File: src/upwind_advection_stencil_top_assert.svh
// Assertion macros for the upwind advection stencil.
// Included by upwind_advection_stencil_top.sv; needs nothing else.
`ifndef UPWIND_ADVECTION_STENCIL_TOP_ASSERT_SVH
`define UPWIND_ADVECTION_STENCIL_TOP_ASSERT_SVH

// same-cycle implication
`define UAS_ASSERT_IMPL(label, clk, rstn, ante, cons) \
    label: assert property (@(posedge clk) disable iff (!(rstn)) (ante) |-> (cons)) \
        else $error("uas assertion failed");

// next-cycle implication
`define UAS_ASSERT_NEXT(label, clk, rstn, ante, cons) \
    label: assert property (@(posedge clk) disable iff (!(rstn)) (ante) |=> (cons)) \
        else $error("uas assertion failed");

`endif

File: src/uas_ram.sv
// Generic RAM: one write port, two read ports with registered read data.
// Stand-alone; no package needed.
module uas_ram #(
    parameter int WIDTH = 32,
    parameter int DEPTH = 66
) (
    input  logic                     aclk,
    input  logic                     we,
    input  logic [$clog2(DEPTH)-1:0] waddr,
    input  logic [WIDTH-1:0]         wdata,
    input  logic [$clog2(DEPTH)-1:0] raddr_a,
    input  logic [$clog2(DEPTH)-1:0] raddr_b,
    output logic [WIDTH-1:0]         rdata_a,
    output logic [WIDTH-1:0]         rdata_b
);

    logic [WIDTH-1:0] mem [DEPTH];

    // reads return the old contents on an address collision
    always_ff @(posedge aclk) begin
        if (we) begin
            mem[waddr] <= wdata;
        end
        rdata_a <= mem[raddr_a];
        rdata_b <= mem[raddr_b];
    end

endmodule

File: config.mk
export PLATFORM = sky130hd
export DESIGN_NAME = uas_ram
export DESIGN_NICKNAME = d
export VERILOG_FILES = /design/src/upwind_advection_stencil_top_assert.svh /design/src/uas_ram.sv
export SDC_FILE = /design/constraint.sdc
export NUM_CORES = 2
export LEC_CHECK = 0
export BUFFER_PORTS_ARGS = -buffer_cell sky130_fd_sc_hd__buf_2
export CAP_MARGIN = 20
export CORE_ASPECT_RATIO = 1.25
export CORE_MARGIN = 4
export CORE_UTILIZATION = 53
export DETAILED_ROUTE_END_ITERATION = 16
export PLACE_DENSITY = 0.69
export SYNTH_ARGS = -nofsm -noshare
export SYNTH_HDL_FRONTEND = slang
export SYNTH_SLANG_ARGS = --single-unit
File: constraint.sdc
create_clock -name aclk -period 3.45 [get_ports aclk]
set_input_delay 0.1725 -clock aclk [delete_from_list [all_inputs] [get_ports aclk]]
set_output_delay 0.1725 -clock aclk [all_outputs]
set_load 0.005 [all_outputs]
Word level (Yosys, flattened, before mapping)
Memory sizes are Yosys's and may differ from the RTL's. A register that Yosys moved wholly into a read port is not among the register bits.
Index checks and enable logic that the tools add are counted.
Widths: inputs -> output; s select.
{ "totals": {"regBits": 0, "ram_bits": 2112, "inputBits": 55, "out_inout_bits": 64, "word_cells": 3, "memories": 1} }
{ "mem_list": {"columns": ["name", "depth", "word_bits", "rd", "rd_ports_with_merged_regs", "write_ports", "line", "source"], "rows": [
  ["mem", 66, 32, 2, 2, 1, "uas_ram.sv:17", "logic [WIDTH-1:0] mem [DEPTH];"]
]} }
{ "classes": {"mux": 2} }
{ "op_table": {"columns": ["op", "count"], "rows": [
  ["$mux 1", 2]
]} }

Depth between registers and ports, before layout
{ "depth": {"ltp_word": 2, "mapped_depth": 12, "depth_no_buf": 6} }

Least setup slack after synthesis
No wires, ideal clock.
{ "synth_path": {"kind": "in2reg", "startpoint": "in waddr[1]", "endpoint": "mem mem[58][0], enable pin", "setup_time_ps": 421, "arrival_time_ps": 2479, "required_ps": 3029, "slack_ps": 550, "path_stages": 5, "path_buffers": 1, "path_cell_list": "clkbuf_1 or3b_2 inv_1 nand2_1 nor2_1"} }
{ "synth_rtl": {"columns": ["element", "line", "source"], "rows": [
  ["start, declared", "uas_ram.sv:9", "input logic [$clog2(DEPTH)-1:0] waddr,"],
  ["end, declared", "uas_ram.sv:17", null]
]} }
No word-level cell before the write port.

==> metrics.csv <==
metric;value;unit
run status;completed;
number of max-cap violations;0;
routed vias/inst;7.39;
global-route wire length before repair;467;mm
Syn Inst Count;4913;
worst slew pin tran;1.15;ns
Warnings, synthesis;0;
overall overflow remaining after global route;0;
Worst Hold Slack;0.0381;ns
post-synthesis average cell area;20.2;um2
Detail Placement HPWL;204;mm
1st-iter DRT viols;9480;
upper clock frequency limit;366;MHz
cell type group with the largest total delay on the critical path;simple AND/OR/NAND/NOR gates;
DR DRC count;0;
clock tree from TritonCTS;done;
share of flip-flops with an asynchronous set or reset;0;%
required time at the worst-slack endpoint;4.14;ns
# setup viols final;0;
port buffer count;118;
cell area after synthesis;99500;um2
Site Rows;177;
Setup Skew;0.0306;ns
area taken by flip-flops and latches;64700;um2
slowest cell on the critical path;nor4_1;
Seq cells post-synth;2176;
number of levels the H-tree was split into;4;
period utilisation layout;79.1;%
CTS root buf;clkbuf_16;
share of the synthesized netlist area taken by xor and xnor gates;0;%
pin count of the biggest net entering global routing;67;
post-synthesis sequential area ratio;65.1;%
combinational family with the most area after synthesis;multiplexers;
router iterations before antenna repair;8;
critical path fanouts, max;2;
final-report max-slew violation count;0;
Placed Instances;7521;
initial core utilization;53.3;%
commonest non-fill, non-tap cell in the layout;edfxtp_1;
kind of capture point of the worst setup path;flop;
smallest setup slack after layout;0.720;ns
number of nets in the finished design;5311;
width of the chip;395;um
clock sink count;2176;
post-placement setup slack;0.184;ns
total power divided by cell area;515;nW/um2
count of antenna-violating nets left after detailed routing;0;
number of fill cells in the layout;13155;
share of cell area taken by muxes after synthesis;27.6;%
Total Neg Setup Slack;0;ns
series of cell instances along the critical path;mux4_2 -> and2_1 -> nor2_1 -> o22ai_1 -> nor4_1 -> o21ai_0;
wire per inst;42.5;um
number of enable-type register cells in the synthesized netlist;2112;
die outline area;195000;um2
synthesized-area fraction occupied by and/or/nand/nor cells;2.22;%
arrival time at the worst endpoint;3.42;ns
Yosys top cell area share;63.8;%
Relative slew margins;23.1;%
layout overhead on the synthesized area;13.8;%
fin cells;7959;
Routed WL;338;mm
CTS clock-pin slew for the worst setup and hold paths;0.07;ns
CTS max path bufs;3;
insertion delay to the later sink of the worst-skew pair;0.88;ns
unrepaired setup endpoints after global routing;false;
Max stage delay on crit path;0.95;ns
die height;492;um
area of combinational cells with multiple inputs;33100;um2
fraction of the mapped netlist area in compound gates;2.95;%
post-synthesis net count;4968;
area share of fa/ha/maj cells after synthesis;0;%
cell types with the largest area share after synthesis;edfxtp_1, mux4_2, mux2i_1;
Top Ports;119;
min Tclk post-route;2.73;ns
number of clock buffers inserted by TritonCTS;209;
kind of start point of the critical path;flop;
reported leakage power;0.0364;uW
number of antenna violations at the first check in global routing;36;
maximum VDD drop;0.000555;V
core area;186000;um2
share of layout cells above drive strength 1;36.5;%
post-synth cell types;50;
commonest cells after routing, fill and taps aside;edfxtp_1, mux4_2, mux2i_1;
final weighted congestion of routability-driven global placement;0.881;
leading area contributor after synthesis;edfxtp_1;
Worst Path Class, Setup;flop to flop;
via count of the first global-routing pass;58847;
Hold Violations, Final;0;
worst hold path type;input pin to flop;
Total GRT Usage;34.8;%
top_reg_cell synth;edfxtp_1;
via total after detailed routing;58816;
worst path buffer plus inverter count;0;
layout make-up:
class	count	share of cell area, %
Inverter	4	0.0155
Clock inverter	123	1.46
Antenna cell	14	0.0310
Multi-Input combinational cell	2352	29.3
Sequential cell	2176	57.2
Tap cell	2506	2.77
Timing Repair Buffer	513	4.33
Clock buffer	271	4.96
worst paths after layout:
path	startpoint	endpoint	slack, ns	depth (start not counted)
worst max-delay path	mem[41][30]$_DFFE_PP_	rdata_b[30]$_DFF_P_	0.72	6
worst min-delay path	wdata[11]	mem[32][11]$_DFFE_PP_	0.04	1
worst max register to register	mem[41][30]$_DFFE_PP_	rdata_b[30]$_DFF_P_	0.72	6
worst min register to register	mem[64][8]$_DFFE_PP_	rdata_b[8]$_DFF_P_	0.61	3
state kept, by name, indices dropped and copies added (netlist names):
| name | flops |
|---|---|
| rdata_b | 32 |
| rdata_a | 32 |
| mem | 2112 |
cell families (layout without fill, tap and decap cells):
| family | count (synthesis) | in the layout |
|---|---|---|
| buffers and inverters | 385 | 911 |
| other | 0 | 14 |
| DFF | 2176 | 2176 |
| and+or+nand+nor | 467 | 467 |
| muxes | 1462 | 1462 |
| AOI/OAI and AO/OA | 423 | 423 |
routing by layer:
metal	vias to the layer above	global-route usage (%)	wire [um]
li1	22024	-	-
met1	30828	45.7	113000
met2	4798	52.7	154000
met3	1138	9.18	45600
met4	28	21.0	25400
met5	-	0.269	238
stage by stage:
| stage | util (%) | cell area, um2 | power (uW) |
|---|---|---|---|
| finish | 60.7 | 113000 | 58300 |
| floorplan | - | 99500 | 32500 |
| detailed placement | 56.6 | 105000 | 34400 |
| global route | 60.7 | 113000 | 59800 |
| global placement | 56.6 | 105000 | 34300 |
| CTS | 60.5 | 113000 | 58300 |
synth_stat cells, types with 55 or more instances:
cell type and instances:
mux4_2 1017, nand3_1 99, mux2_2 55, clkbuf_1 108, o22ai_1 60, nor2_1 116
dfxtp_1 64, a21oi_1 62, a22oi_1 115, nand2_1 113, buf_2 129, mux2i_1 390
edfxtp_1 2112, buf_4 79
repair_timing:
item	in CTS	in global routing
setup endpoints to repair	0	0
setup buffers	0	0
endpoints found under the hold margin	162	590
resized for setup	0	0
hold buffers	10	10
power breakdown:
| part | internal [uW] | switching, uW | leakage [uW] | total (uW) |
|---|---|---|---|---|
| sequential | 29200 | 136 | 0.0195 | 29300 |
| clock | 14000 | 10400 | 0.00350 | 24300 |
| combinational | 1940 | 2700 | 0.0133 | 4630 |
Power figures use the tool's default switching activity.
