[src/upwind_advection_stencil_top_assert.svh]
// Assertion macros for the upwind advection stencil.
// Included by upwind_advection_stencil_top.sv; needs nothing else.
`ifndef UPWIND_ADVECTION_STENCIL_TOP_ASSERT_SVH
`define UPWIND_ADVECTION_STENCIL_TOP_ASSERT_SVH

// same-cycle implication
`define UAS_ASSERT_IMPL(label, clk, rstn, ante, cons) \
    label: assert property (@(posedge clk) disable iff (!(rstn)) (ante) |-> (cons)) \
        else $error("uas assertion failed");

// next-cycle implication
`define UAS_ASSERT_NEXT(label, clk, rstn, ante, cons) \
    label: assert property (@(posedge clk) disable iff (!(rstn)) (ante) |=> (cons)) \
        else $error("uas assertion failed");

`endif

[src/uas_pkg.sv]
// Shared constants and types for the upwind advection stencil.
// No dependencies; used by the top level and uas_mac_cell.
package uas_pkg;

    localparam int DEF_MAX_WIDTH  = 64;
    localparam int DEF_MAX_HEIGHT = 64;

    localparam int CELL_W     = 16;   // Q8.8 cell
    localparam int COEF_W     = 18;   // Q1.17 coefficient
    localparam int SIZE_W     = 7;
    localparam int DIFF_W     = CELL_W + 1;
    localparam int PROD_W     = COEF_W + DIFF_W;
    localparam int ACC_W      = PROD_W + 2;
    localparam int ROUND_W    = ACC_W + 3;
    localparam int N_TERMS    = 4;
    localparam int OUT_DEPTH  = 8;    // output queue words
    localparam int FRAC_SHIFT = 17;
    localparam int HALF_LSB   = 65536;
    localparam int CELL_MAX   = 32767;
    localparam int CELL_MIN   = -32768;

    localparam int CFG_IDX_W  = 3;
    localparam int CFG_DATA_W = COEF_W;

    localparam logic [CFG_IDX_W-1:0] REG_COEF_X_POS = 3'd0;
    localparam logic [CFG_IDX_W-1:0] REG_COEF_X_NEG = 3'd1;
    localparam logic [CFG_IDX_W-1:0] REG_COEF_Y_POS = 3'd2;
    localparam logic [CFG_IDX_W-1:0] REG_COEF_Y_NEG = 3'd3;
    localparam logic [CFG_IDX_W-1:0] REG_WIDTH      = 3'd4;
    localparam logic [CFG_IDX_W-1:0] REG_HEIGHT     = 3'd5;

    // One word moving down the multiply-accumulate chain.
    typedef struct packed {
        logic                                 valid;
        logic                                 last;
        logic signed [CELL_W-1:0]             u;
        logic [N_TERMS-1:0][DIFF_W-1:0]       diff;
        logic signed [ACC_W-1:0]              acc;
    } lane_t;

endpackage

[src/uas_mac_cell.sv]
// One cell of the multiply-accumulate chain: adds coef*diff to the running sum.
// Depends on uas_pkg (lane_t, widths).
module uas_mac_cell (
    input  logic                                   aclk,
    input  logic                                   aresetn,
    input  logic signed [uas_pkg::COEF_W-1:0]      coef,
    input  logic signed [uas_pkg::DIFF_W-1:0]      diff,
    input  uas_pkg::lane_t                         lane_in,
    output uas_pkg::lane_t                         lane_out
);

    localparam int PW = uas_pkg::PROD_W;
    localparam int AW = uas_pkg::ACC_W;

    logic signed [PW-1:0] prod;
    uas_pkg::lane_t       lane_reg;
    uas_pkg::lane_t       lane_next;

    always_comb begin
        prod          = coef * diff;
        lane_next     = lane_in;
        lane_next.acc = lane_in.acc + AW'(prod);
    end

    always_ff @(posedge aclk) begin
        if (!aresetn) begin
            lane_reg <= '0;
        end else begin
            lane_reg <= lane_next;
        end
    end

    assign lane_out = lane_reg;

endmodule

[config.mk]
export PLATFORM = sky130hd
export DESIGN_NAME = uas_mac_cell
export DESIGN_NICKNAME = d
export VERILOG_FILES = /design/src/upwind_advection_stencil_top_assert.svh /design/src/uas_pkg.sv /design/src/uas_mac_cell.sv
export SDC_FILE = /design/constraint.sdc
export NUM_CORES = 1
export LEC_CHECK = 0
export BUFFER_PORTS_ARGS = -buffer_cell sky130_fd_sc_hd__buf_2
export CAP_MARGIN = 20
export CORE_ASPECT_RATIO = 0.6
export CORE_UTILIZATION = 54
export CTS_BUF_LIST = sky130_fd_sc_hd__clkbuf_4 sky130_fd_sc_hd__clkbuf_8
export DETAILED_ROUTE_END_ITERATION = 8
export PLACE_DENSITY = 0.74
export SLEW_MARGIN = 20
export SYNTH_ARGS = -nofsm -noshare
export SYNTH_HDL_FRONTEND = slang
export SYNTH_SLANG_ARGS = --single-unit
[constraint.sdc]
create_clock -name aclk -period 14.4 [get_ports aclk]
set_input_delay 0.72 -clock aclk [delete_from_list [all_inputs] [get_ports aclk]]
set_output_delay 0.72 -clock aclk [all_outputs]
set_load 0.005 [all_outputs]
* Word level (Yosys, flattened, before mapping) *
Cells that the tools add are included.

storage, ports and cells
  register bits = 123
  input bits = 160
  output and inout port bits = 123
  word-level logic and storage cells = 10

operators by class
  add/sub/neg operators = 1
  multipliers = 1

operator list
  cell              count
  $add A37 B35 Y37  1
  $mul A18 B17 Y35  1

* Depth between registers and ports, before layout *
Gate-level depths: netlist of run 1.

  word-level depth = 2
  mapped depth = 24
  mapped depth without buffers = 23

* Least setup slack after synthesis of run 1 *
No wires, ideal clock.

  path kind = input to register
  start point = input port coef[17] (netlist name)
  end point = register lane_reg (netlist bit lane_out[36])
  setup time = 70 ps
  arrival time = 6,643 ps
  required time = 14,330 ps
  setup slack = 7,687 ps
  stages = 24
  path buffers = 1
  cell sequence = clkbuf_1 nand2_1 inv_1 fa_1 inv_1 fa_1 inv_1 ha_1 inv_1 fa_1 inv_1 fa_1 inv_1 fa_1 inv_1 ha_1 a21oi_2 o211ai_2 a31o_1 a221oi_2 a21oi_1 o211a_1 or3_1 a21boi_1

between the ends
  word-level cells in the longest chain between the ends = 2

ends and longest elaborated chain
  item                  RTL line            source
  start, declared       uas_mac_cell.sv:6   input logic signed [uas_pkg::COEF_W-1:0] coef,
  $mul A18 B17 Y35      uas_mac_cell.sv:20  prod = coef * diff;
  $add A37 B35 Y37      uas_mac_cell.sv:22  lane_next.acc = lane_in.acc + AW'(prod);
  end signal, assigned  uas_mac_cell.sv:29  lane_reg <= lane_next;
  end, declared         uas_mac_cell.sv:16  uas_pkg::lane_t lane_reg;

No other way between the ends.
A chain may end at the register's enable or synchronous reset.

* Worst setup path after layout of run 1 *
  start point = input port diff[0] (netlist name)
  end point = register lane_reg (netlist bit lane_out[36])

between the ends
  word-level cells in the longest chain between the ends = 2

ends and longest elaborated chain
  item              RTL line            source
  start, declared   uas_mac_cell.sv:7   input logic signed [uas_pkg::DIFF_W-1:0] diff,
  $mul A18 B17 Y35  uas_mac_cell.sv:20
  $add A37 B35 Y37  uas_mac_cell.sv:22

No other way between the ends.

==> results of run 1 <==
==> metal layers <==
| metal | global-route usage | share of wire | vias up |
|---|---|---|---|
| met2 | 0.446 | 0.47 | 467 |
| met3 | 0.0646 | 0.090 | 59 |
| met4 | 0.0632 | 0.017 | 0 |
| met1 | 0.373 | 0.42 | 6034 |
| met5 | 0 | 0 | - |
| li1 | - | - | 5529 |
==> Yosys cell counts, types with 2 or more instances <==
cell / instances
nor4b_1: 2
o211ai_1: 5
a31oi_1: 2
inv_1: 485
o21ai_0: 22
nand3_1: 6
clkbuf_1: 55
and3b_1: 2
a21oi_1: 31
nand2_1: 162
and2_1: 256
o21bai_1: 2
nand2b_1: 8
o31ai_2: 2
dfxtp_1: 123
a211oi_1: 3
nand4_1: 4
a21oi_2: 2
o211a_1: 2
a21boi_0: 2
ha_1: 108
or3_1: 3
nor3b_1: 3
mux2i_1: 2
and4_1: 2
nor3_1: 3
a21o_1: 5
xnor2_1: 23
nor2b_1: 4
o21a_1: 5
xor2_1: 8
fa_1: 370
nor2_1: 22
o21ba_2: 2
==> worst max-delay path, cell delays in order <==
cell and delay, ps:
buf_2 330, nand2_1 370, inv_1 780, fa_1 550
inv_1 90, fa_1 410, inv_1 60, ha_1 130
inv_1 50, fa_1 530, inv_1 60, fa_1 530
inv_1 50, fa_1 470, inv_1 40, ha_1 360
a21oi_2 220, o211ai_2 100, a31o_1 240, a221oi_2 280
a21oi_1 160, o211a_1 270, or3_1 350, a21boi_1 140
==> kinds of logic (layout without fill, tap and decap cells) <==
group	Yosys count	count (layout)	synth area share
buffers and inverters	542	801	0.121
adders and majority gates	478	478	0.522
and+or+nand+nor	479	479	0.152
AOI/OAI and AO/OA	99	99	0.0402
xor gates and xnor gates	31	31	0.0162
muxes	2	2	0.00119
DFF	123	123	0.147
==> path summary, 6_finish.rpt <==
check	startpoint	end	slack, ps	cells past startpoint
worst min-delay path	lane_in[108]	lane_out[108]$_SDFF_PN0_	480	2
worst max-delay path	diff[0]	lane_out[36]$_SDFF_PN0_	7450	24
==> layout make-up <==
cell class | instances | area [µm²]
Clock buffer | 17 | 234
Clock inverter | 15 | 146
Fill cell | 2531 | 11400
Inverter | 485 | 1820
Multi-Input combinational cell | 1089 | 12300
Sequential cell | 123 | 2460
Tap cell | 408 | 510
Timing Repair Buffer | 284 | 1430
==> through the flow <==
| step | hold WS, ps | cells |
|---|---|---|
| 5_1_grt | 441 | 2421 |
| 3_3_place_gp | 921 | 2389 |
| 4_1_cts | 453 | 2421 |
| 6_report | 484 | 2421 |
| 3_5_place_dp | 928 | 2389 |
| 2_1_floorplan | 842 | 1754 |
==> impl_results.md, run 1 <==
- Total CTS buffers: 17
- Clock transition at path regs: 90 ps
- Routed Antenna Nets: 0
- Min-Delay Path Class: in -> reg
- Top FF cell, synth: dfxtp_1
- Unrepaired setup endpoints after global routing: false
- Commonest cells after routing, fill and taps aside: 485 x inv_1, 370 x fa_1, 282 x buf_2, 256 x and2_1, 162 x nand2_1
- Period minus WS final: 6950 ps
- Longest Clk Path Bufs: 2
- Post-CTS Resized: 0
- # hold bufs at CTS: 0
- Post-synthesis cell count: 1754
- Fin util: 0.624
- Initial antenna violation count: 0
- Tot GR Track Use: 0.274
- Syn nets: 2392
- Die Wd: 229 µm
- DR vias: about 12000
- Startpoint types: input port
- Layout cells sized above 1: 0.162
- Initial DRC Count: roughly 760
- Setup repair bufs after CTS: 0
- Sequential area share after synthesis: 0.147
- Final instance area: 18900 µm²
- Post-synth EDFFs: 0
- Max-slew headroom: 0.357
- Slew @ Worst Pin: 964 ps
- Synth area leaders: fa_1 44%, dfxtp_1 15%, inv_1 11%
- Final Setup Violations: 0
- Core ar.: a little over 30000 µm²
- Status: completed
- First-pass GRT wire length: 67800 µm
- Critical-path maximum fanout: 18
- Post-detailed-route DRC marker count: 0
- Synth area leader: fa_1
- CTS Root Cell: clkbuf_8
- Initial Utilization: 0.555
- Yosys top cell area share: 0.442
- Synthesis Warnings: 0
- Max Fclk: ~140 MHz
- CP required: 14760 ps
- H-tree lvl count: 4
- First-pass DRT Iterations: 5
- Total Nets Final: 2638
- I/O Pins: between 200 and 300
- Final Hold Vio Count: 0
- Critical path class: in -> reg
- Setup crit end kind: register
- FF+latch count, synth: 123
- Clock Sinks: approximately 120
- Site row count: 49
- Die Height: around 140 µm
- Placed Area: 18500 µm²
- DPL Wire Length: 33700 µm
- Worst Path Arrival: 7310 ps
- Full die area: 31800 µm²
- Largest net degree at the start of global routing: between 100 and 150
- MaxCap Viol Count: 0
- Setup tns final: 0 ps
- Area growth syn-to-layout: 12.5%
- TritonCTS clock tree: done
- Commonest non-fill, non-tap cell in the layout: inv_1
- WL per Instance: 16.8 µm
- Yosys cell types: 52
- Final max-slew violation count: 0
- Final Worst Setup Slack: 7450 ps
- Vias in the first global route: 13200
- Routed WL: 40800 µm
- Dpl ws: roughly 7000 ps
- Mapped Avg Cell Area: 9.56 µm²
- Max reg flops: 123
- Vias per inst: about 5.0
- # port buffers: 282
- Async SR Flop Fraction: 0
- Fin crit share: 0.483
- # diodes: 0
- Global route overflow: 0
- Cell area after synthesis: 16800 µm²
- Placer congestion estimate: 0.927
Power of run 1 is not shown: default switching activity piles up to over one toggle a cycle in this logic, so the estimate is an artifact.
==> inputs of run 2 (changes only) <==
--- a/config.mk
+++ b/config.mk
@@ -5,13 +5,14 @@
 export SDC_FILE = /design/constraint.sdc
 export NUM_CORES = 1
 export LEC_CHECK = 0
+export ABC_AREA = 1
 export BUFFER_PORTS_ARGS = -buffer_cell sky130_fd_sc_hd__buf_2
 export CAP_MARGIN = 20
 export CORE_ASPECT_RATIO = 0.6
 export CORE_UTILIZATION = 54
 export CTS_BUF_LIST = sky130_fd_sc_hd__clkbuf_4 sky130_fd_sc_hd__clkbuf_8
 export DETAILED_ROUTE_END_ITERATION = 8
-export PLACE_DENSITY = 0.74
+export PLACE_DENSITY = 0.77
 export SLEW_MARGIN = 20
 export SYNTH_ARGS = -nofsm -noshare
 export SYNTH_HDL_FRONTEND = slang
==> constraint.sdc (replaced) <==
create_clock -name aclk -period 5.9 [get_ports aclk]
set_input_delay 0.295 -clock aclk [delete_from_list [all_inputs] [get_ports aclk]]
set_output_delay 0.295 -clock aclk [all_outputs]
set_load 0.005 [all_outputs]
==> impl_results.md, run 2 <==
- Area of the multi-input gates: 12100 µm² (-1.2%)
- H-tree lvl count: 4 (unchanged)
- # hold bufs at CTS: 31 (+31)
- Unrepaired setup endpoints after global routing: false
- Storage element area: 2460 µm² (unchanged)
- TritonCTS clock tree: done
- Commonest non-fill, non-tap cell in the layout: inv_1
- Synth area leaders: fa_1 42%, inv_1 16%, dfxtp_1 14%
- Top-count cell post-synth: inv_1
- Post-synthesis cell count: 2259 (+29%)
- WL per Instance: 16.3 µm (-3.1%)
- Crit path largest cell delay: 720 ps (-60 ps)
- Full die area: 33800 µm² (+6.3%)
- Met1 Use GR: 0.436 (+0.0629)
- Cell family with most CP delay: adder cells
- Initial Utilization: 0.549 (-0.00572)
- Total Nets Final: 3207 (+22%)
- CTS Root Cell: clkbuf_8
- # diodes: 0 (unchanged)
- Startpoint types: input port
- Min-delay src: lane_in[84]
- Status: completed
- Worst Path Arrival: 5900 ps (-1410 ps)
- Cell area after synthesis: 17800 µm² (+6.4%)
- Critical Path, Cell by Cell: buf_2 > buf_4 > nand2_1 > fa_1 > inv_1 > fa_1 > fa_1 > fa_1 > fa_1 > inv_1 > fa_1 > inv_1 > ha_1 > a21o_1 > a31oi_1 > nand2_1 > a21oi_1 > a21oi_1 > nor2_1
- Clock transition at path regs: 80 ps (about the same)
- Synthesis Warnings: 0 (unchanged)
- Placed Area: 19900 µm² (+7.9%)
- Buf/Inv on CP: 5 (-3)
- Total CTS buffers: 17 (unchanged)
- Post-CTS Resized: 0 (unchanged)
- Site row count: 51 (+4.1%)
- Setup crit end kind: register
- Global route overflow: 0 (unchanged)
- Placer congestion estimate: 0.977 (+5.4%)
- I/O Pins: 283 (unchanged)
- First-pass GRT wire length: 79300 µm (+17%)
- Area growth syn-to-layout: 15.8%
- Post-synth top cells: 775 x inv_1, 551 x nand2_1, 370 x fa_1
- Crit path top cell by count: fa_1
- Setup repair bufs after CTS: 0 (unchanged)
- Slew @ Worst Pin: 927 ps (-36.8 ps)
- Yosys top cell area share: 0.415 (-0.0264)
- Mapped Avg Cell Area: 7.89 µm² (-17%)
- Final Hold Vio Count: 0 (unchanged)
- DPL Wire Length: 42400 µm (+26%)
- Final max-slew violation count: 0 (unchanged)
- Routed WL: 49100 µm (+20%)
- Initial antenna violation count: 0 (unchanged)
- First-pass DRT Iterations: 5 (unchanged)
- Max Fclk: about 180 MHz
- Max reg flops: 123 (unchanged)
- Top FF cell, synth: dfxtp_1
- Final Setup Violations: 0 (unchanged)
- Post-synth EDFFs: 0 (unchanged)
- Period minus WS final: 5520 ps
- Global routing usage on met3: 0.0883 (+0.0238)
- Yosys cell types: 37 (-29%)
- Routing usage on met2: 0.468 (+0.0224)
- Fin crit share: 0.935
- MaxCap Viol Count: 0 (unchanged)
- Die Wd: 237 µm (+3.1%)
- GR peak layer: met2
- Synth area leader: fa_1
- Commonest cells after routing, fill and taps aside: 775 x inv_1, 551 x nand2_1, 370 x fa_1, 281 x buf_2, 123 x dfxtp_1
- Critical path class: in -> reg
- Async SR Flop Fraction: 0 (unchanged)
- Die Height: 143 µm (+3.1%)
- Sequential area share after synthesis: 0.138 (-0.00877)
- WHS Endpoint: lane_out[84]$_SDFF_PN0_
- Routed Antenna Nets: 0 (unchanged)
- Syn nets: 2897 (+21%)
- Initial DRC Count: 1313 (+74%)
- Longest Clk Path Bufs: 2 (unchanged)
- Largest net degree at the start of global routing: 96 (-27%)
- Number of fill cells: 2822 (+11%)
- Vias per inst: 4.84 (-3.1%)
- Post-detailed-route DRC marker count: 0 (unchanged)
- Hold Path Stages: 3 (+1)
- FF+latch count, synth: 123 (unchanged)
- Vias in the first global route: 15300 (+16%)
- Tot GR Track Use: 0.308 (+0.0338)
- # port buffers: 282 (unchanged)
- Layout cells sized above 1: 0.159 (-0.00277)
- Critical-path maximum fanout: 9 (-9)
- Core ar.: 32500 µm² (+7.5%)
- Critical-path top delay cell: fa_1
- Min-Delay Path Class: in -> reg
- Clock Sinks: 123 (unchanged)
- Max-slew headroom: 0.382 (+0.0245)
- DR vias: 14500 (+20%)
- CP required: 6280 ps (-8480 ps)
- Final instance area: 20700 µm² (+9.5%)
## run 2: cell count changes after synthesis, sizes merged, moves of 18 or more
cell    before  now
a21oi       33   52
and2       256    0
clkbuf      55   78
inv        485  781
nand2      162  568
nand3        6   24
nor2        22   85
xnor2       23    3
## run 2: cell type report
type                            instances  share of cell area
Timing Repair Buffer                  373               0.107
Clock inverter                         15             0.00824
Tap cell                              424              0.0257
Sequential cell                       123               0.119
Clock buffer                           17              0.0113
Multi-Input combinational cell       1273               0.587
Inverter                              781               0.142
## run 2: cells by family (layout without fill, tap and decap cells)
family                   count (synthesis)  after routing  synth area share
AO/OA/AOI/OAI                           93             93            0.0291
XOR/XNOR                                 5              5           0.00246
adder cells (fa/ha/maj)                478            478             0.491
buffers and inverters                  863           1186             0.182
flip-flops                             123            123             0.138
AND/OR/NAND/NOR                        697            697             0.157
## run 2: tightest hold or removal path: stages
cell and delay, ps:
buf_2 80, nand2_1 40, inv_1 40
## run 2: metrics by stage
step	setup WS (ps)	hold WS (ps)	TNS [ps]	std cells	utilization
floorplan	50.3	388	0	2259	-
global placement	-12.8	474	-12.8	2943	0.614
detailed placement	-54.6	479	-54.6	2943	0.614
CTS	404	0.533	0	3006	0.636
global route	136	0.944	0	3006	0.636
finish	381	24.5	0	3006	0.636
## run 2: how the worst max path moves through the flow
stage	start	endpoint	slack (ps)	cells after the start
2_1_floorplan	coef[17]	lane_out[36]$_SDFF_PN0_	50	26
3_3_place_gp	coef[17]	lane_out[33]$_SDFF_PN0_	-10	19
3_5_place_dp	coef[17]	lane_out[33]$_SDFF_PN0_	-50	20
4_1_cts	coef[17]	lane_out[33]$_SDFF_PN0_	400	19
5_1_grt	coef[17]	lane_out[35]$_SDFF_PN0_	140	20
6_report	coef[17]	lane_out[33]$_SDFF_PN0_	380	19
## run 2: metal layers
metal	share of wire	up-vias
met2	0.44	629
li1	-	6814
met4	0.021	0
met3	0.11	88
met5	0	-
met1	0.43	7015
Power of run 2 is left out for the same reason.
