### src/upwind_advection_stencil_top_assert.svh
// Assertion macros for the upwind advection stencil.
// Included by upwind_advection_stencil_top.sv; needs nothing else.
`ifndef UPWIND_ADVECTION_STENCIL_TOP_ASSERT_SVH
`define UPWIND_ADVECTION_STENCIL_TOP_ASSERT_SVH

// same-cycle implication
`define UAS_ASSERT_IMPL(label, clk, rstn, ante, cons) \
    label: assert property (@(posedge clk) disable iff (!(rstn)) (ante) |-> (cons)) \
        else $error("uas assertion failed");

// next-cycle implication
`define UAS_ASSERT_NEXT(label, clk, rstn, ante, cons) \
    label: assert property (@(posedge clk) disable iff (!(rstn)) (ante) |=> (cons)) \
        else $error("uas assertion failed");

`endif

### src/uas_out_fifo.sv
// Output word queue; parts the pipeline from the result channel.
// Stand-alone; no package needed.
module uas_out_fifo #(
    parameter int WIDTH = 17,
    parameter int DEPTH = 8
) (
    input  logic                       aclk,
    input  logic                       aresetn,
    input  logic                       push,
    input  logic [WIDTH-1:0]           push_data,
    input  logic                       out_ready,
    output logic                       out_valid,
    output logic [WIDTH-1:0]           out_data,
    output logic [$clog2(DEPTH+1)-1:0] count
);

    localparam int PW = $clog2(DEPTH);
    localparam int CW = $clog2(DEPTH + 1);

    logic [WIDTH-1:0] mem [DEPTH];
    logic [PW-1:0]    wr_ptr_reg, wr_ptr_next;
    logic [PW-1:0]    rd_ptr_reg, rd_ptr_next;
    logic [CW-1:0]    count_reg, count_next;
    logic             pop;

    assign out_valid = (count_reg != '0);
    assign out_data  = mem[rd_ptr_reg];
    assign count     = count_reg;
    assign pop       = out_valid && out_ready;

    always_comb begin
        wr_ptr_next = wr_ptr_reg;
        rd_ptr_next = rd_ptr_reg;
        if (push) begin
            wr_ptr_next = (wr_ptr_reg == PW'(DEPTH - 1)) ? '0 : wr_ptr_reg + PW'(1);
        end
        if (pop) begin
            rd_ptr_next = (rd_ptr_reg == PW'(DEPTH - 1)) ? '0 : rd_ptr_reg + PW'(1);
        end
        count_next = count_reg + CW'(push) - CW'(pop);
    end

    always_ff @(posedge aclk) begin
        if (!aresetn) begin
            wr_ptr_reg <= '0;
            rd_ptr_reg <= '0;
            count_reg  <= '0;
        end else begin
            wr_ptr_reg <= wr_ptr_next;
            rd_ptr_reg <= rd_ptr_next;
            count_reg  <= count_next;
        end
    end

    always_ff @(posedge aclk) begin
        if (push) begin
            mem[wr_ptr_reg] <= push_data;
        end
    end

endmodule
### config.mk
export PLATFORM = sky130hd
export DESIGN_NAME = uas_out_fifo
export DESIGN_NICKNAME = d
export VERILOG_FILES = /design/src/upwind_advection_stencil_top_assert.svh /design/src/uas_out_fifo.sv
export SDC_FILE = /design/constraint.sdc
export NUM_CORES = 1
export LEC_CHECK = 0
export BUFFER_PORTS_ARGS = -buffer_cell sky130_fd_sc_hd__buf_2
export CORE_MARGIN = 5
export CORE_UTILIZATION = 31
export CTS_BUF_LIST = sky130_fd_sc_hd__clkbuf_8
export DETAILED_ROUTE_END_ITERATION = 10
export PLACE_DENSITY = 0.46
export SETUP_SLACK_MARGIN = 0.05
export SLEW_MARGIN = 20
export SYNTH_ARGS = -nofsm -noshare
export SYNTH_HDL_FRONTEND = slang
export SYNTH_SLANG_ARGS = --single-unit
export TNS_END_PERCENT = 5
### constraint.sdc
create_clock -name aclk -period 5.1 [get_ports aclk]
set_input_delay 0.51 -clock aclk [delete_from_list [all_inputs] [get_ports aclk]]
set_output_delay 0.51 -clock aclk [all_outputs]
set_load 0.005 [all_outputs]
* Word level (Yosys, flattened, before mapping)
Memory sizes are Yosys's and may differ from the RTL's. A register that Yosys moved wholly into a read port is not among the register bits.
Index checks and enable logic that the tools add are counted.
** Operators by class
- Add/sub/neg operators :: 4
- Equal/unequal tests :: 2
- Multiplexer cells :: 6
- Reductions and logical operators :: 2
** Operator list (number)
- $mux W3 :: 4
- $add A3 B1 Y3 const B :: 2
- $eq A3 B3 Y1 const B :: 2
- $add A4 B1 Y4 :: 1
- $reduce_bool A4 Y1 :: 1
- $sub A4 B1 Y4 :: 1
- $mux W1 :: 2
- $logic_and A1 B1 Y1 :: 1
** Storage, ports and cells
- Register bits :: 10
- Memory bits (writable) :: 136
- Bits of input ports :: 21
- Output and inout port bits :: 22
- Word-level logic and storage cells :: 18
- Memories :: 1
** Memory list
- mem :: depth 8, bits a word 17, read ports 1, clocked after memory_dff 1, wr ports 1, line uas_out_fifo.sv:20 : logic [WIDTH-1:0] mem [DEPTH];

* Depth between registers and ports, before layout
Gate-level depths: netlist of the first run.
- Depth after elaboration :: 4
- Gate-level depth with buffers :: 9
- Mapped depth without buffers :: 9

* Least setup slack after synthesis of the first run
Ideal clock, no wire load.
- Path type :: register to register
- Start :: register count_reg[2] (netlist: count[2])
- End :: register count_reg[2] (netlist: count[2])
- Library setup time :: 0.115 ns
- Arrival time :: 2.112 ns
- Data required time :: 4.985 ns
- Setup slack :: 2.873 ns
- Cell stages (with the launch flop) :: 10
- Buffers on the path :: 0
- Period minus slack after synthesis :: 2.227 ns
- Cells stage by stage :: dfxtp_1 -> inv_1 -> ha_1 -> or3b_2 -> nand2_2 -> mux2i_1 -> ha_1 -> fa_1 -> xor2_1 -> and2_1
** On the way
- Longest elaborated chain between the ends :: 3
- Elaborated cells on any way between the ends :: 4
- Those cells by class :: 2 x add/sub; 2 x reduce/logical
** Ends and longest elaborated chain
- start: declaration :: line uas_out_fifo.sv:23 : logic [CW-1:0] count_reg, count_next;
- start signal: assignment :: line uas_out_fifo.sv:51 : count_reg <= count_next;
- $reduce_bool A4 Y1 :: line uas_out_fifo.sv:26 : assign out_valid = (count_reg != '0);
- named net out_valid :: line uas_out_fifo.sv:12 : output logic out_valid,
- $logic_and A1 B1 Y1 :: line uas_out_fifo.sv:29 : assign pop = out_valid && out_ready;
- $sub A4 B1 Y4 :: line uas_out_fifo.sv:40 : count_next = count_reg + CW'(push) - CW'(pop);
The timed path passes the listed nets, and every way through them passes these cells.
A chain may end at the register's enable or synchronous reset.

==> summary.md, run 1 <==
| Metric | Value |
|---|---|
| Rel. slew slack | `0.411` |
| DP HPWL | `approximately 6.4 mm` |
| Grt met2 use | `0.172` |
| Critical path's largest stage delay | `640 ps` |
| DR DRC count | `0` |
| Drt via density | `4.64` |
| Vias in the first global route | `2867` |
| Antenna-violating nets left | `0` |
| Placer's final routability congestion estimate | `around 0.70` |
| Crit path kind | `reg2out` |
| Max-Cap Viols | `0` |
| NetSw | `~0.00066 W` |
| Register-to-register setup slack | `2740 ps` |
| H-tree Lvls | `4` |
| Pleak | `between 2 and 2.5 nW` |
| Largest net degree at the start of global routing | `35` |
| Synth Warn # | `0` |
| Syn Nets | `301` |
| Crit start category | `register` |
| #FFs+latches synth | `149` |
| Clock root cell | `clkbuf_8` |
| Crit-path max FO | `23` |
| Sequential share of power | `0.501` |
| Final Power | `0.00281 W` |
| Critical path capture point | `out_data[5]` |
| Worst Hold Class | `in2reg` |
| Crit path cell chain | `buf_4 > mux4_1 > mux2_2 > buf_2` |
| Crit path arrival time | `2600 ps` |
| Routed wire per std cell | `19.3 um` |
| Die height | `148 um` |
| GR Overflow Total | `0` |
| Via count | `2689` |
| First-pass detailed-route iteration total | `4` |
| Yosys cell types | `27` |
| Max FFs per register | `136` |
| Fin Hold WS | `333 ps` |
| Final wirelength | `11.1 mm` |
| Top Usage Layer GRT | `met2` |
| IO Pins | `43` |
| Setup bufs post-CTS | `0` |
| Proportion of layout cells with a drive suffix above 1 | `0.348` |
| RR Startpoint | `count[2]` |
| Nets | `362` |
| Switching share of power | `0.236` |
| Clock Power Share | `0.340` |
| ANT cells | `0` |
| Pwr dens | `410 nW/um2` |
| Final worst slack | `1990 ps` |
| TritonCTS clock tree | `built` |
| Final hold viol count | `0` |
| TritonCTS buffer count | `17` |
| # setup viols final | `0` |
| Syn Inst Count | `271` |
| Core area | `~19000 um2` |
| R2r endpoint | `count[2]` |
| Worst-skew pair later-pin latency | `440 ps` |
| Final worst clock skew | `14.2 ps` |
| Initial DRC Count | `114` |
| Mapped cell area | `5890 um2` |
| Grt met3 use | `0.0395` |
| Sequential fraction of the synthesis area | `0.737` |
| Area growth syn-to-layout | `16.3%` |
| Cell Rows | `50` |
| Reg clk slew, reported paths | `~80 ps` |
| Post-CTS sizing | `0` |
| CP max-delay cell | `mux4_1` |
| Dpl ws | `between 2000 and 2500 ps` |
| Tot GR Track Use | `0.108` |
| P_int | `0.00214 W` |
| Worst EP required | `4590 ps` |
| First-pass GRT wire length | `17.2 mm` |
| Max rail drop VDD | `0.198 mV` |
| Hold_buf cts | `0` |
| CP endpoint kind | `primary output` |
| Max Buffers Root-to-Sink | `2` |
| Status | `finished clean` |
| Syn avg cell area | `21.7 um2` |
| Top achievable clock speed | `0.322 GHz` |
| Worst Tran Pin Value | `slightly below 900 ps` |
| Initial antenna violation count | `0` |
| RSZ-0062 raised after global routing | `false` |
| Max Slew Vio Count | `0` |
| DIE WIDTH | `148 um` |
| Final Cycle Share | `0.610` |
| Worst r2r path cells | `9` |
| Met1 GRT Util | `0.139` |
| Buffers on Ports | `42` |
| Logic pwr share | `0.159` |
| Setup tns final | `0 ps` |
| Clk sinks | `approximately 150` |
| Initial Util | `0.315` |
| Die footprint | `21900 um2` |
| Minimum clock period | `~3100 ps` |
==> per-layer routing <==
layer,routed length [um],up-vias
met5,0,-
met4,127,0
li1,-,1241
met3,468,13
met2,5330,48
met1,5220,1387
==> synth_stat cells <==
library cell  count  share of area
and2_1            4         0.0042
mux4_1           24           0.11
or2_2             1         0.0011
nand3b_1          1         0.0013
edfxtp_1        136           0.69
fa_1              1         0.0034
o22ai_1           1         0.0011
nand2_2           1         0.0011
clkbuf_1          4         0.0025
nand2_1          10         0.0064
mux4_2           10          0.038
nor2_1            8         0.0051
mux2_2           17          0.032
clkbuf_2          2         0.0017
nor2b_1           2         0.0021
nand2b_1          3         0.0032
xor2_1            1         0.0015
a21o_1            1         0.0013
a21oi_1           1        0.00085
dfxtp_1          13          0.044
mux2i_1          10          0.017
ha_1              8          0.017
buf_1             1        0.00064
buf_6             4         0.0076
or3b_2            1         0.0015
nor3_1            2         0.0017
inv_1             4         0.0025
==> worst min-delay path by stage <==
stage / endpoint / from / slack [ps] / depth (start not counted)
2_1_floorplan: register / rd_ptr_reg[1] / 460 / 2
3_3_place_gp: rd_ptr_reg[2] / rd_ptr_reg[2] / 480 / 2
3_5_place_dp: rd_ptr_reg[2] / rd_ptr_reg[2] / 490 / 2
4_1_cts: mem[4][10] / push_data[10] / 310 / 1
5_1_grt: mem[2][10] / push_data[10] / 300 / 1
6_report: mem[4][10] / push_data[10] / 330 / 1
==> cells by family after synthesis <==
logic type	Yosys count	share of synthesized area
AOI/OAI and AO/OA	3	0.00319
and+or+nand+nor	33	0.0276
xor gates and xnor gates	1	0.00149
muxes	61	0.195
DFF	149	0.737
adders and majority gates	9	0.0204
buffers and inverters	15	0.0151
==> through the flow <==
stage | cell area [um2] | util | std cells
3_5_place_dp | 6430 | 0.344 | 547
5_1_grt | 6850 | 0.366 | 579
3_3_place_gp | 6430 | 0.344 | 547
2_1_floorplan | 5890 | - | 271
4_1_cts | 6850 | 0.366 | 579
6_report | 6850 | 0.366 | 579
==> cell usage in the layout (no fill, tap or decap) <==
| master | netlist | layout |
|---|---|---|
| a21o_1 | 1 | 1 |
| a21oi_1 | 1 | 1 |
| and2_1 | 4 | 4 |
| buf_2 | 0 | 42 |
| buf_4 | 0 | 11 |
| bufinv_16 | 0 | 4 |
| clkbuf_8 | 0 | 17 |
| clkinv_1 | 0 | 3 |
| clkinv_2 | 0 | 1 |
| clkinv_4 | 0 | 1 |
| clkinvlp_4 | 0 | 4 |
| dfxtp_1 | 13 | 12 |
| dfxtp_2 | 0 | 1 |
| edfxtp_1 | 136 | 136 |
| fa_1 | 1 | 1 |
| ha_1 | 8 | 8 |
| inv_1 | 4 | 5 |
| inv_6 | 0 | 1 |
| mux2_2 | 17 | 17 |
| mux2i_1 | 10 | 10 |
| mux4_1 | 24 | 24 |
| mux4_2 | 10 | 10 |
| nand2_1 | 10 | 10 |
| nand2_2 | 1 | 1 |
| nand2b_1 | 3 | 3 |
| nand3b_1 | 1 | 1 |
| nor2_1 | 8 | 2 |
| nor2_2 | 0 | 6 |
| nor2b_1 | 2 | 2 |
| nor3_2 | 0 | 2 |
| o22ai_1 | 1 | 1 |
| or2_2 | 1 | 1 |
| or3b_2 | 1 | 1 |
| xor2_1 | 1 | 1 |
==> final cells by class <==
type,count,area (um2)
clock inverters,15,188
repair buffers,53,293
fillers,1737,11900
well taps,234,293
clock buffers,17,234
inverters,4,15.0
flip-flops and latches,149,4350
multi-input cells,107,1480
==> power by group through the flow <==
| stage | Combinational [W] | Sequential, W | Clock [W] |
|---|---|---|---|
| after floorplan | 0.000315 | 0.00142 | 0 |
| after global placement | 0.000454 | 0.00144 | 0 |
| after detailed placement | 0.000461 | 0.00144 | 0 |
| after CTS | 0.000463 | 0.00141 | 0.000980 |
| after global routing | 0.000496 | 0.00141 | 0.00104 |
| final | 0.000447 | 0.00141 | 0.000954 |
==> critical path, delay by kind of cell (launching register included) <==
family                 cells  cell delay [ps]
buffers and inverters      2              630
flip-flops                 1              580
multiplexers               2              940
Note: power is estimated with default switching activity, not from simulation.
==> run 2, diff against run 1 <==
--- a/config.mk
+++ b/config.mk
@@ -10,7 +10,7 @@
 export CORE_UTILIZATION = 31
 export CTS_BUF_LIST = sky130_fd_sc_hd__clkbuf_8
 export DETAILED_ROUTE_END_ITERATION = 10
-export PLACE_DENSITY = 0.46
+export PLACE_DENSITY = 0.47
 export SETUP_SLACK_MARGIN = 0.05
 export SLEW_MARGIN = 20
 export SYNTH_ARGS = -nofsm -noshare
==> constraint.sdc (replaced) <==
create_clock -name aclk -period 2.7 [get_ports aclk]
set_input_delay 0.27 -clock aclk [delete_from_list [all_inputs] [get_ports aclk]]
set_output_delay 0.27 -clock aclk [all_outputs]
set_load 0.005 [all_outputs]
==> run 2 against run 1 <==
- worst setup slack got worse by 1600 ps
- first-iteration DRC count is 11% lower
- register-to-register slack got worse by 2400 ps
- critical path depth unchanged
- core utilization grew 0.23 points
- count of clock-buffer cells in the layout is the same
- non-clock buffer count grew 2
- die area is the same
- power rose by 86%
- sequential share of layout area down 0.40 points
- sequential power rose by 87%
- highest routed layer unchanged
==> summary.md, run 2 (synthesized netlist as in run 1, its figures left out) <==
| Metric | Value |
|---|---|
| Initial antenna violation count | `0 (unchanged)` |
| Buffers on Ports | `42 (unchanged)` |
| CP max-delay cell | `mux4_1` |
| Clock root cell | `clkbuf_8` |
| Fillers | `1726 (-0.63%)` |
| Initial Util | `0.315 (unchanged)` |
| Worst Tran Pin Value | `595 ps (-284 ps)` |
| Max rail drop VDD | `0.378 mV (+91%)` |
| DR DRC count | `0 (unchanged)` |
| Max-Cap Viols | `0 (unchanged)` |
| First-pass detailed-route iteration total | `4 (unchanged)` |
| H-tree Lvls | `4 (unchanged)` |
| DIE WIDTH | `148 um (unchanged)` |
| Minimum clock period | `2350 ps` |
| Max Slew Vio Count | `0 (unchanged)` |
| TritonCTS buffer count | `17 (unchanged)` |
| Cell Rows | `50 (unchanged)` |
| Rel. slew slack | `0.602 (+0.191)` |
| Met2 WL post-DR | `5.47 mm (+2.6%)` |
| Final wirelength | `11.0 mm (-1.7%)` |
| Final Cycle Share | `0.872` |
| GR Overflow Total | `0 (unchanged)` |
| Die footprint | `21900 um2 (unchanged)` |
| Worst-skew pair later-pin latency | `440 ps (about the same)` |
| # setup viols final | `0 (unchanged)` |
| DP Area | `6500 um2 (+1.1%)` |
| Setup tns final | `0 ps (unchanged)` |
| Setup bufs post-CTS | `0 (unchanged)` |
| Worst EP required | `2430 ps (-2160 ps)` |
| Worst Hold Class | `in2reg` |
| Most frequent cells in the layout | `136 x edfxtp_1, 42 x buf_2, 24 x mux4_1` |
| Crit path cell chain | `buf_12 > mux4_1 > mux2_2 > buf_2` |
| IO Pins | `43 (unchanged)` |
| Max FFs per register | `136 (unchanged)` |
| Via count | `2703 (+0.52%)` |
| First-pass GRT wire length | `17.0 mm (-1.1%)` |
| Pwr dens | `756 nW/um2 (+84%)` |
| Antenna-violating nets left | `0 (unchanged)` |
| Drt via density | `4.65 (+0.17%)` |
| Die height | `148 um (unchanged)` |
| Top routing layer used | `met4` |
| Reg clk slew, reported paths | `80 ps (about the same)` |
| Final hold viol count | `0 (unchanged)` |
| Placer's final routability congestion estimate | `0.722 (+2.7%)` |
| Nets | `364 (+0.55%)` |
| DP HPWL | `6.59 mm (+3.1%)` |
| Crit start category | `register` |
| Pleak | `2.33 nW (+0.87%)` |
| Vias in the first global route | `2888 (+0.73%)` |
| Largest net degree at the start of global routing | `35 (unchanged)` |
| Critical path's largest stage delay | `600 ps (-40 ps)` |
| CP top delay family | `multiplexers` |
| ANT cells | `0 (unchanged)` |
| Final worst clock skew | `7.72 ps (-6.44 ps)` |
| DRT met1 WL | `4.82 mm (-7.6%)` |
| Proportion of layout cells with a drive suffix above 1 | `0.340 (-0.00777)` |
| CP endpoint kind | `primary output` |
| Area growth syn-to-layout | `17.0%` |
| Crit path arrival time | `2080 ps (-520 ps)` |
| Final instance area | `6890 um2 (+0.64%)` |
| RSZ-0062 raised after global routing | `false` |
| Max Buffers Root-to-Sink | `2 (unchanged)` |
| TritonCTS clock tree | `built` |
| Top achievable clock speed | `roughly 0.42 GHz` |
| Core area | `18700 um2 (unchanged)` |
| Most common cell after layout, fill and taps aside | `edfxtp_1` |
| Clk sinks | `149 (unchanged)` |
| Crit-path max FO | `34 (+48%)` |
| Hold_buf cts | `0 (unchanged)` |
| Met3 WL | `543 um (+16%)` |
| Fin Hold WS | `103 ps (-230 ps)` |
| Buf+Inv Stages, Crit Path | `2 (unchanged)` |
| Initial DRC Count | `102 (-11%)` |
| Post-CTS sizing | `0 (unchanged)` |
| Crit path kind | `reg2out` |
| Tot GR Track Use | `0.107 (-0.00167)` |
| Routed wire per std cell | `18.9 um (-2.1%)` |
| Final core occ | `0.369 (+0.00234)` |
| Status | `finished clean` |
[run 2: changes by cell type in the layout (fill, tap and decap cells not counted), sizes merged]
cell,previous run,this run
bufinv,4,3
clkinv,5,9
clkinvlp,4,1
buf,53,55
[run 2: layer usage]
layer / vias up / track usage
met5: - / 0
met4: 0 / 0.0374
met3: 11 / 0.0359
met2: 49 / 0.174
met1: 1393 / 0.133
li1: 1250 / -
[run 2: metrics by stage]
step           instances  total power (W)  setup WS, ps
6_report             581          0.00522           346
5_1_grt              581          0.00549           231
4_1_cts              581          0.00531           275
3_5_place_dp         549          0.00359           375
3_3_place_gp         549          0.00358           425
2_1_floorplan        271          0.00329           473
[run 2: worst paths after layout]
path,endpoint,cells past startpoint,startpoint,slack [ps]
worst min-delay path,mem[7][12],1,push_data[12],100
worst min register to register,rd_ptr_reg[2],2,rd_ptr_reg[2],500
worst max-delay path,out_data[15],4,register,350
worst max register to register,count[2],9,count[2],370
[run 2: worst register-to-register path, cell delays in order, from the launching register on]
cell and delay [ps]:
dfxtp_1 310, inv_1 70, ha_1 150, or3b_2 470, nand2_2 200, mux2i_1 100, ha_1 220, fa_1 380
xor2_1 170, and2_1 150
[run 2: where the power goes]
part           leakage (nW)  switching [W]  internal (W)
Sequential             1.34      0.0000387       0.00260
Clock                 0.198       0.000799      0.000902
Combinational         0.792       0.000408      0.000463
[run 2: area by class of cell]
class / instances / area [um2] / area share
Clock buffer: 17 / 234 / 0.0339
Clock inverter: 15 / 161 / 0.0234
Inverter: 4 / 15.0 / 0.00218
Multi-Input combinational cell: 107 / 1480 / 0.214
Sequential cell: 149 / 4350 / 0.630
Tap cell: 234 / 293 / 0.0425
Timing Repair Buffer: 55 / 370 / 0.0537
